<file path="config.mk">
export PLATFORM = sky130hd
export DESIGN_NAME = slot_table_free_list_core
export DESIGN_NICKNAME = d
export VERILOG_FILES = /design/src/rtl/stfl_pkg.sv /design/src/rtl/stfl_ram.sv /design/src/rtl/stfl_ctrl.sv /design/src/rtl/stfl_dp.sv /design/src/rtl/slot_table_free_list_core.sv
export VERILOG_INCLUDE_DIRS = /design/src /design/src/rtl
export SDC_FILE = /design/constraint.sdc
export NUM_CORES = 2
export LEC_CHECK = 0
export ABC_AREA = 1
export BUFFER_PORTS_ARGS = -buffer_cell sky130_fd_sc_hd__buf_2
export CAP_MARGIN = 20
export CORE_ASPECT_RATIO = 1.25
export CORE_MARGIN = 2
export CORE_UTILIZATION = 60
export CTS_CLUSTER_SIZE = 28
export DETAILED_ROUTE_END_ITERATION = 12
export PLACE_DENSITY = 0.75
export SYNTH_ARGS = -nofsm -noshare
export SYNTH_HDL_FRONTEND = slang
export SYNTH_SLANG_ARGS = --single-unit
</file>
<file path="constraint.sdc">
create_clock -name clk -period 11 [get_ports clk]
set_input_delay 1.65 -clock clk [delete_from_list [all_inputs] [get_ports clk]]
set_output_delay 1.65 -clock clk [all_outputs]
set_load 0.02 [all_outputs]
</file>
<file path="src/rtl/slot_table_free_list_core_macros.svh">
// Assertion helpers used by the slot table datapath.
// Each macro expects signals named clk and arst_n in the enclosing module.
`ifndef SLOT_TABLE_FREE_LIST_CORE_MACROS_SVH
`define SLOT_TABLE_FREE_LIST_CORE_MACROS_SVH

// Property that must hold at every clock edge outside reset.
`define STFL_ASSERT(lbl, prop, msg) \
	lbl: assert property (@(posedge clk) disable iff (!arst_n) (prop)) else $error(msg);

// Property whose consequent must hold in the cycle after its antecedent.
`define STFL_ASSERT_NEXT(lbl, pre, post, msg) \
	lbl: assert property (@(posedge clk) disable iff (!arst_n) (pre) |=> (post)) else $error(msg);

`endif

</file>
<file path="src/rtl/stfl_pkg.sv">
package stfl_pkg;

	localparam int SLOTS_DEF      = 64;
	localparam int DATA_WIDTH_DEF = 32;

	// opcodes
	localparam logic [1:0] OP_ADD = 2'd0;
	localparam logic [1:0] OP_DEL = 2'd1;
	localparam logic [1:0] OP_GET = 2'd2;
	localparam logic [1:0] OP_NOP = 2'd3;

	// result status codes
	localparam logic [1:0] ST_OK    = 2'd0;
	localparam logic [1:0] ST_FULL  = 2'd1;
	localparam logic [1:0] ST_RANGE = 2'd2;
	localparam logic [1:0] ST_EMPTY = 2'd3;

	typedef struct packed {
		logic [1:0]  opcode;
		logic [6:0]  slot_index;
		logic [31:0] entry_data;
	} req_beat_t;

	typedef struct packed {
		logic [1:0]  status;
		logic [5:0]  assigned_index;
		logic [31:0] data_out;
		logic [6:0]  occupancy;
		logic        has_space;
	} rsp_beat_t;

	typedef enum logic [1:0] {
		S_INIT,
		S_IDLE,
		S_EXEC
	} state_t;

	// controller to datapath
	typedef struct packed {
		logic clr;     // one step of the post-reset link/valid sweep
		logic accept;  // latch the request beat and launch RAM reads
		logic commit;  // write back state and load the response register
	} ctrl_cmd_t;

	// datapath to controller
	typedef struct packed {
		logic clr_last;  // sweep is at the last slot
		logic out_busy;  // response register holds an untaken beat
	} dp_sts_t;

endpackage

</file>
<file path="src/rtl/stfl_ram.sv">
module stfl_ram
	#(
		parameter int WIDTH = 32,
		parameter int DEPTH = 64
	)
	(
		input  logic                     clk,
		input  logic                     we,
		input  logic [$clog2(DEPTH)-1:0] waddr,
		input  logic [WIDTH-1:0]         wdata,
		input  logic                     re,
		input  logic [$clog2(DEPTH)-1:0] raddr,
		output logic [WIDTH-1:0]         rdata
	);

	logic [WIDTH-1:0] mem_q [DEPTH];

	always_ff @(posedge clk) begin
		if (we) begin
			mem_q[waddr] <= wdata;
		end
		if (re) begin
			rdata <= mem_q[raddr];
		end
	end

endmodule

</file>
<file path="src/rtl/stfl_ctrl.sv">
module stfl_ctrl
	import stfl_pkg::*;
	(
		input  logic       clk,
		input  logic       arst_n,
		input  logic       req_valid,
		output logic       req_stall,
		input  dp_sts_t    sts,
		output ctrl_cmd_t  cmd
	);

	state_t state_q;
	state_t state_d;

	always_ff @(posedge clk or negedge arst_n) begin
		if (!arst_n) begin
			state_q <= S_INIT;
		end else begin
			state_q <= state_d;
		end
	end

	always_comb begin
		state_d   = state_q;
		cmd       = '0;
		req_stall = 1'b1;
		case (state_q)
			S_INIT: begin
				cmd.clr = 1'b1;
				if (sts.clr_last) begin
					state_d = S_IDLE;
				end
			end
			S_IDLE: begin
				req_stall = 1'b0;
				if (req_valid) begin
					cmd.accept = 1'b1;
					state_d    = S_EXEC;
				end
			end
			S_EXEC: begin
				// hold until the response register can take the result
				if (!sts.out_busy) begin
					cmd.commit = 1'b1;
					state_d    = S_IDLE;
				end
			end
			default: begin
				state_d = S_INIT;
			end
		endcase
	end

endmodule

</file>
<file path="src/rtl/stfl_dp.sv">
`include "slot_table_free_list_core_macros.svh"

module stfl_dp
	import stfl_pkg::*;
	#(
		parameter int SLOTS      = SLOTS_DEF,
		parameter int DATA_WIDTH = DATA_WIDTH_DEF
	)
	(
		input  logic       clk,
		input  logic       arst_n,
		input  req_beat_t  req,
		output rsp_beat_t  rsp,
		output logic       rsp_valid,
		input  logic       rsp_stall,
		input  ctrl_cmd_t  cmd,
		output dp_sts_t    sts
	);

	localparam int IW = $clog2(SLOTS);
	localparam int HW = IW + 1;
	localparam int XW = ((IW > 7) ? IW : 7) + 1;
	localparam int CW = (DATA_WIDTH < 32) ? DATA_WIDTH : 32;
	localparam logic [HW-1:0] CNT_FULL = HW'(SLOTS);
	localparam logic [HW-1:0] CLR_LAST = HW'(SLOTS - 1);

	// control state
	logic [HW-1:0] head_q;
	logic [HW-1:0] count_q;
	logic [HW-1:0] clr_q;
	logic          rsp_valid_q;

	// latched request
	logic [1:0]            op_q;
	logic [IW-1:0]         addr_q;
	logic                  inr_q;
	logic [DATA_WIDTH-1:0] wdata_q;

	rsp_beat_t rsp_q;

	logic [XW-1:0]         idx_x;
	logic                  in_range;
	logic [DATA_WIDTH-1:0] entry_rd;
	logic [HW-1:0]         link_rd;
	logic                  valid_rd;

	logic [1:0]            st_d;
	logic [IW-1:0]         asg_d;
	logic [DATA_WIDTH-1:0] dout_d;
	logic [HW-1:0]         head_d;
	logic [HW-1:0]         cnt_d;
	logic                  full;
	logic                  ent_we;
	logic                  lnk_we;
	logic                  vld_we;
	logic                  vld_wd;

	logic [IW-1:0] lnk_waddr;
	logic [HW-1:0] lnk_wdata;
	logic [IW-1:0] vld_waddr;

	assign idx_x    = XW'(req.slot_index);
	assign in_range = idx_x < XW'(SLOTS);
	assign full     = (count_q >= CNT_FULL) || (head_q >= CNT_FULL);

	// execute: decide result and state update from the latched beat and RAM reads
	always_comb begin
		st_d   = ST_OK;
		asg_d  = '0;
		dout_d = '0;
		head_d = head_q;
		cnt_d  = count_q;
		ent_we = 1'b0;
		lnk_we = 1'b0;
		vld_we = 1'b0;
		vld_wd = 1'b0;
		case (op_q)
			OP_ADD: begin
				if (full) begin
					st_d = ST_FULL;
				end else begin
					ent_we = 1'b1;
					vld_we = 1'b1;
					vld_wd = 1'b1;
					head_d = link_rd;
					cnt_d  = count_q + 1'b1;
					asg_d  = head_q[IW-1:0];
				end
			end
			OP_DEL, OP_GET: begin
				if (!inr_q) begin
					st_d = ST_RANGE;
				end else if (!valid_rd) begin
					st_d = ST_EMPTY;
				end else begin
					dout_d = entry_rd;
					if (op_q == OP_DEL) begin
						lnk_we = 1'b1;
						vld_we = 1'b1;
						head_d = HW'(addr_q);
						if (count_q != '0) begin
							cnt_d = count_q - 1'b1;
						end
					end
				end
			end
			default: begin
				st_d = ST_OK;
			end
		endcase
	end

	assign lnk_waddr = cmd.clr ? clr_q[IW-1:0] : addr_q;
	assign lnk_wdata = cmd.clr ? (clr_q + 1'b1) : head_q;
	assign vld_waddr = cmd.clr ? clr_q[IW-1:0] :
		((op_q == OP_ADD) ? head_q[IW-1:0] : addr_q);

	stfl_ram #(.WIDTH(DATA_WIDTH), .DEPTH(SLOTS)) u_entry_ram (
		.clk   (clk),
		.we    (ent_we && cmd.commit),
		.waddr (head_q[IW-1:0]),
		.wdata (wdata_q),
		.re    (cmd.accept),
		.raddr (idx_x[IW-1:0]),
		.rdata (entry_rd)
	);

	stfl_ram #(.WIDTH(HW), .DEPTH(SLOTS)) u_link_ram (
		.clk   (clk),
		.we    (cmd.clr || (lnk_we && cmd.commit)),
		.waddr (lnk_waddr),
		.wdata (lnk_wdata),
		.re    (cmd.accept),
		.raddr (head_q[IW-1:0]),
		.rdata (link_rd)
	);

	stfl_ram #(.WIDTH(1), .DEPTH(SLOTS)) u_valid_ram (
		.clk   (clk),
		.we    (cmd.clr || (vld_we && cmd.commit)),
		.waddr (vld_waddr),
		.wdata (vld_wd && !cmd.clr),
		.re    (cmd.accept),
		.raddr (idx_x[IW-1:0]),
		.rdata (valid_rd)
	);

	always_ff @(posedge clk or negedge arst_n) begin
		if (!arst_n) begin
			head_q      <= '0;
			count_q     <= '0;
			clr_q       <= '0;
			rsp_valid_q <= 1'b0;
		end else begin
			if (cmd.clr) begin
				clr_q <= clr_q + 1'b1;
			end
			if (cmd.commit) begin
				head_q      <= head_d;
				count_q     <= cnt_d;
				rsp_valid_q <= 1'b1;
			end else if (!rsp_stall) begin
				rsp_valid_q <= 1'b0;
			end
		end
	end

	always_ff @(posedge clk) begin
		if (cmd.accept) begin
			op_q    <= req.opcode;
			addr_q  <= idx_x[IW-1:0];
			inr_q   <= in_range;
			wdata_q <= DATA_WIDTH'(req.entry_data[CW-1:0]);
		end
		if (cmd.commit) begin
			rsp_q.status         <= st_d;
			rsp_q.assigned_index <= 6'(asg_d);
			rsp_q.data_out       <= 32'(dout_d[CW-1:0]);
			rsp_q.occupancy      <= 7'(cnt_d);
			rsp_q.has_space      <= cnt_d < CNT_FULL;
		end
	end

	assign rsp          = rsp_q;
	assign rsp_valid    = rsp_valid_q;
	assign sts.clr_last = clr_q == CLR_LAST;
	assign sts.out_busy = rsp_valid_q && rsp_stall;

	`STFL_ASSERT(a_count_max, count_q <= CNT_FULL, "occupancy above capacity")
	`STFL_ASSERT(a_full_head, (count_q == CNT_FULL) == (head_q == CNT_FULL), "free head out of step with occupancy")
	`STFL_ASSERT(a_commit_free, !(cmd.commit && rsp_valid_q && rsp_stall), "commit over an untaken response")
	`STFL_ASSERT_NEXT(a_commit_valid, cmd.commit, rsp_valid_q, "commit did not raise response valid")

endmodule

</file>
<file path="src/rtl/slot_table_free_list_core.sv">
// Slot table with a LIFO free list. An add takes the slot at the head of the
// free list, stores the entry there and returns its index; a delete hands
// back the stored entry and pushes the slot onto the head of the list; a get
// reads an entry without changing anything. Every response beat also carries
// the occupancy and a has-space flag. Requests are processed one at a time:
// a beat is accepted, its response is registered once the response register
// is free, and no new beat is taken before that. The order comes from the
// registered-read slot RAMs: the entry, valid flag and free link are read
// first, and the update is written back afterwards. After reset the block
// keeps req_stall high while it sweeps the link and valid RAMs so that the
// free list runs through the slots in ascending order and every slot reads
// as empty.
module slot_table_free_list_core
	import stfl_pkg::*;
	#(
		parameter int SLOTS      = SLOTS_DEF,
		parameter int DATA_WIDTH = DATA_WIDTH_DEF
	)
	(
		input  logic      clk,
		input  logic      arst_n,
		// request channel
		input  logic      req_valid,
		output logic      req_stall,
		input  req_beat_t req,
		// response channel
		output logic      rsp_valid,
		input  logic      rsp_stall,
		output rsp_beat_t rsp
	);

	// command and status between the sequencer and the datapath
	ctrl_cmd_t cmd;
	dp_sts_t   sts;

	// Sequencer: run the init sweep, accept a beat, then commit it once the
	// response register is free.
	stfl_ctrl u_ctrl (
		.clk       (clk),
		.arst_n    (arst_n),
		.req_valid (req_valid),
		.req_stall (req_stall),
		.sts       (sts),
		.cmd       (cmd)
	);

	// Datapath: slot RAMs, free head, occupancy counter and response register.
	stfl_dp #(
		.SLOTS      (SLOTS),
		.DATA_WIDTH (DATA_WIDTH)
	) u_dp (
		.clk       (clk),
		.arst_n    (arst_n),
		.req       (req),
		.rsp       (rsp),
		.rsp_valid (rsp_valid),
		.rsp_stall (rsp_stall),
		.cmd       (cmd),
		.sts       (sts)
	);

endmodule

</file>
After elaboration in Yosys (flattened, before gate mapping)
Memories as Yosys holds them, arrays and structs flattened. A register that Yosys moved wholly into a read port is not among the register bits.
Cells that the tools add are included.

storage, ports and cells
  bits in registers = 113
  memory bits (writable) = 2560
  input bits = 45
  output and inout port bits = 50
  word-level logic and storage cells = 100
  memories = 3

operators by class
  add/subtract/negate cells = 3
  order comparisons = 4
  equal/unequal tests = 13
  multiplexer cells = 44
  bitwise operators = 1
  reductions and logical operators = 18

memories
  memory                  words  bits a word  read ports  clocked after memory_dff  write ports  RTL line        RTL
  u_dp.u_entry_ram.mem_q  64     32           1           1                         1            stfl_ram.sv:16  logic [WIDTH-1:0] mem_q [DEPTH];
  u_dp.u_link_ram.mem_q   64     7            1           1                         1            stfl_ram.sv:16
  u_dp.u_valid_ram.mem_q  64     1            1           1                         1            stfl_ram.sv:16

operators by type and width
  cell                                                                   number
  7-bit 2-to-1 mux                                                       10
  7-bit one-hot mux with 2 select lines                                  2
  1-bit 2-to-1 mux                                                       21
  6-bit 2-to-1 mux                                                       3
  7-bit by 1-bit adder with 7-bit output, second input constant          2
  7-bit >= comparator, second input constant                             2
  7-bit less-than comparator, second input constant                      2
  2-bit 2-to-1 mux                                                       5
  2-bit != test, second input constant                                   5
  7-bit by 6-bit equality test with 1-bit output, second input constant  1
  7-bit nonzero test                                                     1
  7-bit by 1-bit subtractor with 7-bit output, second input constant     1
  2-bit by 1-bit != test with 1-bit output, second input constant        3
  2-bit one-hot mux with 3 select lines                                  1
  3-bit AND reduction                                                    2
  6-bit AND reduction                                                    1
  1-bit logical AND                                                      5
  2-bit by 1-bit equality test with 1-bit output, second input constant  2
  2-bit equality test, second input constant                             2
  2-bit zero test                                                        2
  2-bit one-hot mux with 2 select lines                                  1
  2-bit OR reduction                                                     2
  1-bit logical OR                                                       3
  1-bit one-hot mux with 2 select lines                                  1
  other kinds (3)                                                        3

Longest topological paths before layout
  depth in word-level cells = 9
  gate-level depth with buffers = 13
  depth with buffers taken out = 12

Cells and area by module
From an unflattened synthesis, not the netlist that was laid out.

unflattened totals
  cells, all modules = 9150
  area, all modules = 109640.2 µm²

modules (own cells, without submodules)
  module                       times used  cells each  area each (µm²)  seq. area each (µm²)
  stfl_ram (u_dp.u_entry_ram)  1           6769        83058.4          62459.9
  stfl_ram (u_dp.u_link_ram)   1           1590        18615.4          13663.1
  stfl_dp                      1           461         4798.4           3223.1
  stfl_ram (u_dp.u_valid_ram)  1           314         3055.4           1951.9
  stfl_ctrl                    1           16          112.6            50.0

Worst setup path after synthesis
Ideal clock, no wire load.

  path type = in2reg
  start point = in req_valid
  end point = reg u_dp.addr_q[0] (enable)
  library setup time = 0.521 ns
  data arrival time = 5.050 ns
  required time = 10.479 ns
  slack = 5.429 ns
  stages on the path = 2
  buffers on the path = 0
  cell sequence = inv_1 nor2_1

RTL lines
  what                  RTL line                         RTL
  start, declared       slot_table_free_list_core.sv:23  input logic req_valid,
  end signal, assigned  stfl_dp.sv:171                   addr_q <= idx_x[IW-1:0];
  end, declared         stfl_dp.sv:35                    logic [IW-1:0] addr_q;

==> results_dict.tcl <==
set metrics [dict create \
    ys_ff_latch 2713 \
    swShare_pct 29.0 \
    cp.arrival_ns 6.18 \
    period_needed_ns 5.37 \
    totalWireLength_microns 302000 \
    synth_top_family_by_area "simple AND/OR/NAND/NOR gates" \
    wl_per_cell_microns 25.5 \
    hold_class "flip-flop to flip-flop" \
    area_delta_synth_final_pct 9.91 \
    cts_inserted_buffers 278 \
    p_switching_w 0.00740 \
    synth.area.mux_share_pct 0 \
    p_comb_share_pct 16.7 \
    yosys_warnings 0 \
    synthSimpleGateAreaFrac_pct 22.1 \
    dp_cells 11377 \
    synth_top_area_share_pct 73.3 \
    drt-vias-per-instance 6.26 \
    io_pins 95 \
    synth_xor_area_share_pct 0.0239 \
    postSynthCellCount 9321 \
    drv_slew 0 \
    overflow 0 \
    htree_num_levels 5 \
    timing.final.ws_setup_ns 5.63 \
    yosysSeqAreaShare_pct 73.9 \
    dpl.hpwl_microns 164000 \
    utilization_pct 66.4 \
    grt.total_usage_pct 32.0 \
    ir_worst_vdd_mv 0.266 \
    drt-initial-drc-count 11417 \
    ys.flop_type "edfxtp_1" \
    cts-resized-gates 0 \
    maxSlewHeadroom_pct 20.8 \
    gp_congestion 0.918 \
    skew_ns 0.0539 \
    synth_area_leader_cell "edfxtp_1" \
    synth_cell_types 35 \
    p_per_area_nw_per_um2 211 \
    pwr-share-clk_pct 34.4 \
    root_buffer "clkbuf_16" \
    cts_tree "done" \
    synthAdderAreaFrac_pct 0.0795 \
    ctsHoldBuffers 0 \
    port_buffers 94 \
    drive_gt1_share_pct 7.85 \
    rows 175 \
    drc_errors 0 \
    clk_pin_slew_ns 0.06 \
    pre_cts_slack_ns 5.06 \
    synthTopCellsByArea "edfxtp_1 (73%), nand2_1 (11%), nand3_1 (9.2%)" \
    fin_tns_setup_ns 0 \
    antenna_found_initial 4 \
    path_max_fanout 154 \
    finalHoldViolCount 0 \
    fmax_mhz 186 \
    clkLatencyLatePin_ns 0.95 \
    die_y_microns 483 \
    leakage_nw 43.6 \
    grt_pass1_vias 70677 \
    dieArea_sq_um 187000 \
    cts_buffer_depth 4 \
    p_total_w 0.0255 \
    setup_viol 0 \
    synth.avg_cell_area_sq_um 11.8 \
    first_pass_iters 6 \
    final.period_utilization_pct 48.9 \
    grt_pass1_wl_microns 443000 \
    tightest_slew_ns 1.19 \
    synthMostInstantiatedCell "nand2_1" \
    maxCapViolations 0 \
    antenna_left 0 \
    crit_path_end_kind "flip-flop" \
    cts.sinks 2713 \
    syn_area_sq_um 110000 \
    critPathKind "primary input to flip-flop" \
    ys_top_cells_by_count "nand2_1 (3334), edfxtp_1 (2689), nand3_1 (2017)" \
    seq_power_share_pct 48.9 \
    p_int_w 0.0181 \
    synth-compound-area-share_pct 0.833 \
    cp.required_ns 11.80 \
    die_w_microns 387 \
    nets 9332 \
    syn_nets 9373 \
    postCtsSetupBuffers 0 \
    outcome "finished, final reports clean" \
    cp-start-kind "primary input" \
    fin_cells 11856 \
    synth_edf_count 2689 \
    grt_start_max_net_pins 213 \
    synth_async_sr_flop_share_pct 0.885 \
    core_sq_um 182000 \
    rsz0062_at_grt "false" \
    start_util_pct 60.4 \
    vias 74179 \
]
==> registers in the layout (all words and copies together), names as in the netlist <==
| name | flops |
|---|---|
| u_dp.clr_q | 7 |
| u_dp.inr_q | 1 |
| u_dp.u_valid_ram.mem_q | 64 |
| u_dp.u_entry_ram.mem_q | 2048 |
| u_dp.wdata_q | 32 |
| u_dp.rsp_valid | 1 |
| u_dp.op_q | 2 |
| u_ctrl.state_q | 2 |
| u_dp.rsp | 48 |
| u_dp.u_entry_ram.rdata | 32 |
| u_dp.head_q | 7 |
| u_dp.count_q | 7 |
| u_dp.addr_q | 6 |
| u_dp.u_link_ram.mem_q | 448 |
| u_dp.u_valid_ram.rdata | 1 |
| u_dp.u_link_ram.rdata | 7 |
==> metal layers <==
layer  part of all wire, %  vias to the layer above  track usage [%]
met1                    35                    35761             40.9
met2                    48                     4962             51.9
met5                 0.011                        -                0
li1                      -                    32579                -
met3                    12                      873             6.70
met4                   5.9                        4             17.4
==> worst max-delay path: stages <==
cell     delay (ns)
buf_8          0.27
inv_8          0.71
buf_4          0.94
buf_4          0.97
nand2_1        0.17
nand3_1        0.14
nand3_1        0.09
nand3_1        0.09
nand3_1        0.19
nand2_1        0.15
nand2_1        0.21
nand2_1        0.13
==> cell families (layout without fill, tap and decap cells) <==
logic type / after synthesis / after routing
AO/OA/AOI/OAI: 169 / 169
XOR/XNOR: 3 / 3
adder cells (fa/ha/maj): 7 / 7
buffers and inverters: 691 / 832
flip-flops: 2713 / 2713
other: 0 / 5
AND/OR/NAND/NOR: 5738 / 5738
==> final cells by class <==
class,count,area [sq um]
Clock inverter,119,847
Timing Repair Buffer,251,2010
Inverter,119,483
Antenna cell,5,12.5
Tap cell,2389,2990
Fill cell,12685,61100
Multi-Input combinational cell,5917,26000
Clock buffer,343,7360
Sequential cell,2713,81400
==> stage by stage <==
stage / instance area (sq um) / hold WS (ns)
final: 121000 / 0.500
after global routing: 121000 / 0.540
after CTS: 121000 / 0.494
after detailed placement: 113000 / 0.487
after global placement: 112000 / 0.469
after floorplan: 110000 / 0.458
==> path summary, 6_finish.rpt <==
kind,slack (ns),cells after the start,end,from
max,5.63,12,u_dp.u_entry_ram.rdata[9],req[32]
min,0.50,2,u_dp.head_q[0],u_dp.u_link_ram.rdata[0]
max reg2reg,6.55,9,u_dp.u_entry_ram.mem_q[60][27],u_dp.rsp_valid
min reg2reg,0.50,2,u_dp.head_q[0],u_dp.u_link_ram.rdata[0]
max in group asynchronous,9.73,1,u_dp.head_q[1],arst_n
min in group asynchronous,0.76,1,u_dp.rsp_valid,arst_n
==> cells in the final DEF, fill, tap and decap left out, types with 6 or more instances in the layout <==
cell,n
nand4_1,58
buf_12,15
clkbuf_1,57
nand4_2,6
clkinv_1,44
a21oi_2,6
buf_16,6
clkbuf_16,285
nor3_2,8
bufinv_16,11
a21oi_1,78
nor2_4,67
o21ai_0,59
nand2_1,3334
nor2_1,228
ha_1,7
buf_4,135
clkinv_2,55
edfxtp_1,2689
o21ai_4,7
nand2_2,11
inv_1,103
buf_2,89
nand3_1,2017
o211ai_1,8
dfrtp_1,21
inv_2,9
==> power by group through the flow <==
stage | logic, W | clock network, W | registers (W)
after floorplan | 0.00230 | 0 | 0.0129
after global placement | 0.00403 | 0 | 0.0127
after detailed placement | 0.00414 | 0 | 0.0127
after CTS | 0.00416 | 0.00878 | 0.0125
after global routing | 0.00456 | 0.00918 | 0.0125
final | 0.00426 | 0.00876 | 0.0125
No activity file was read; power rests on OpenSTA's default activity.
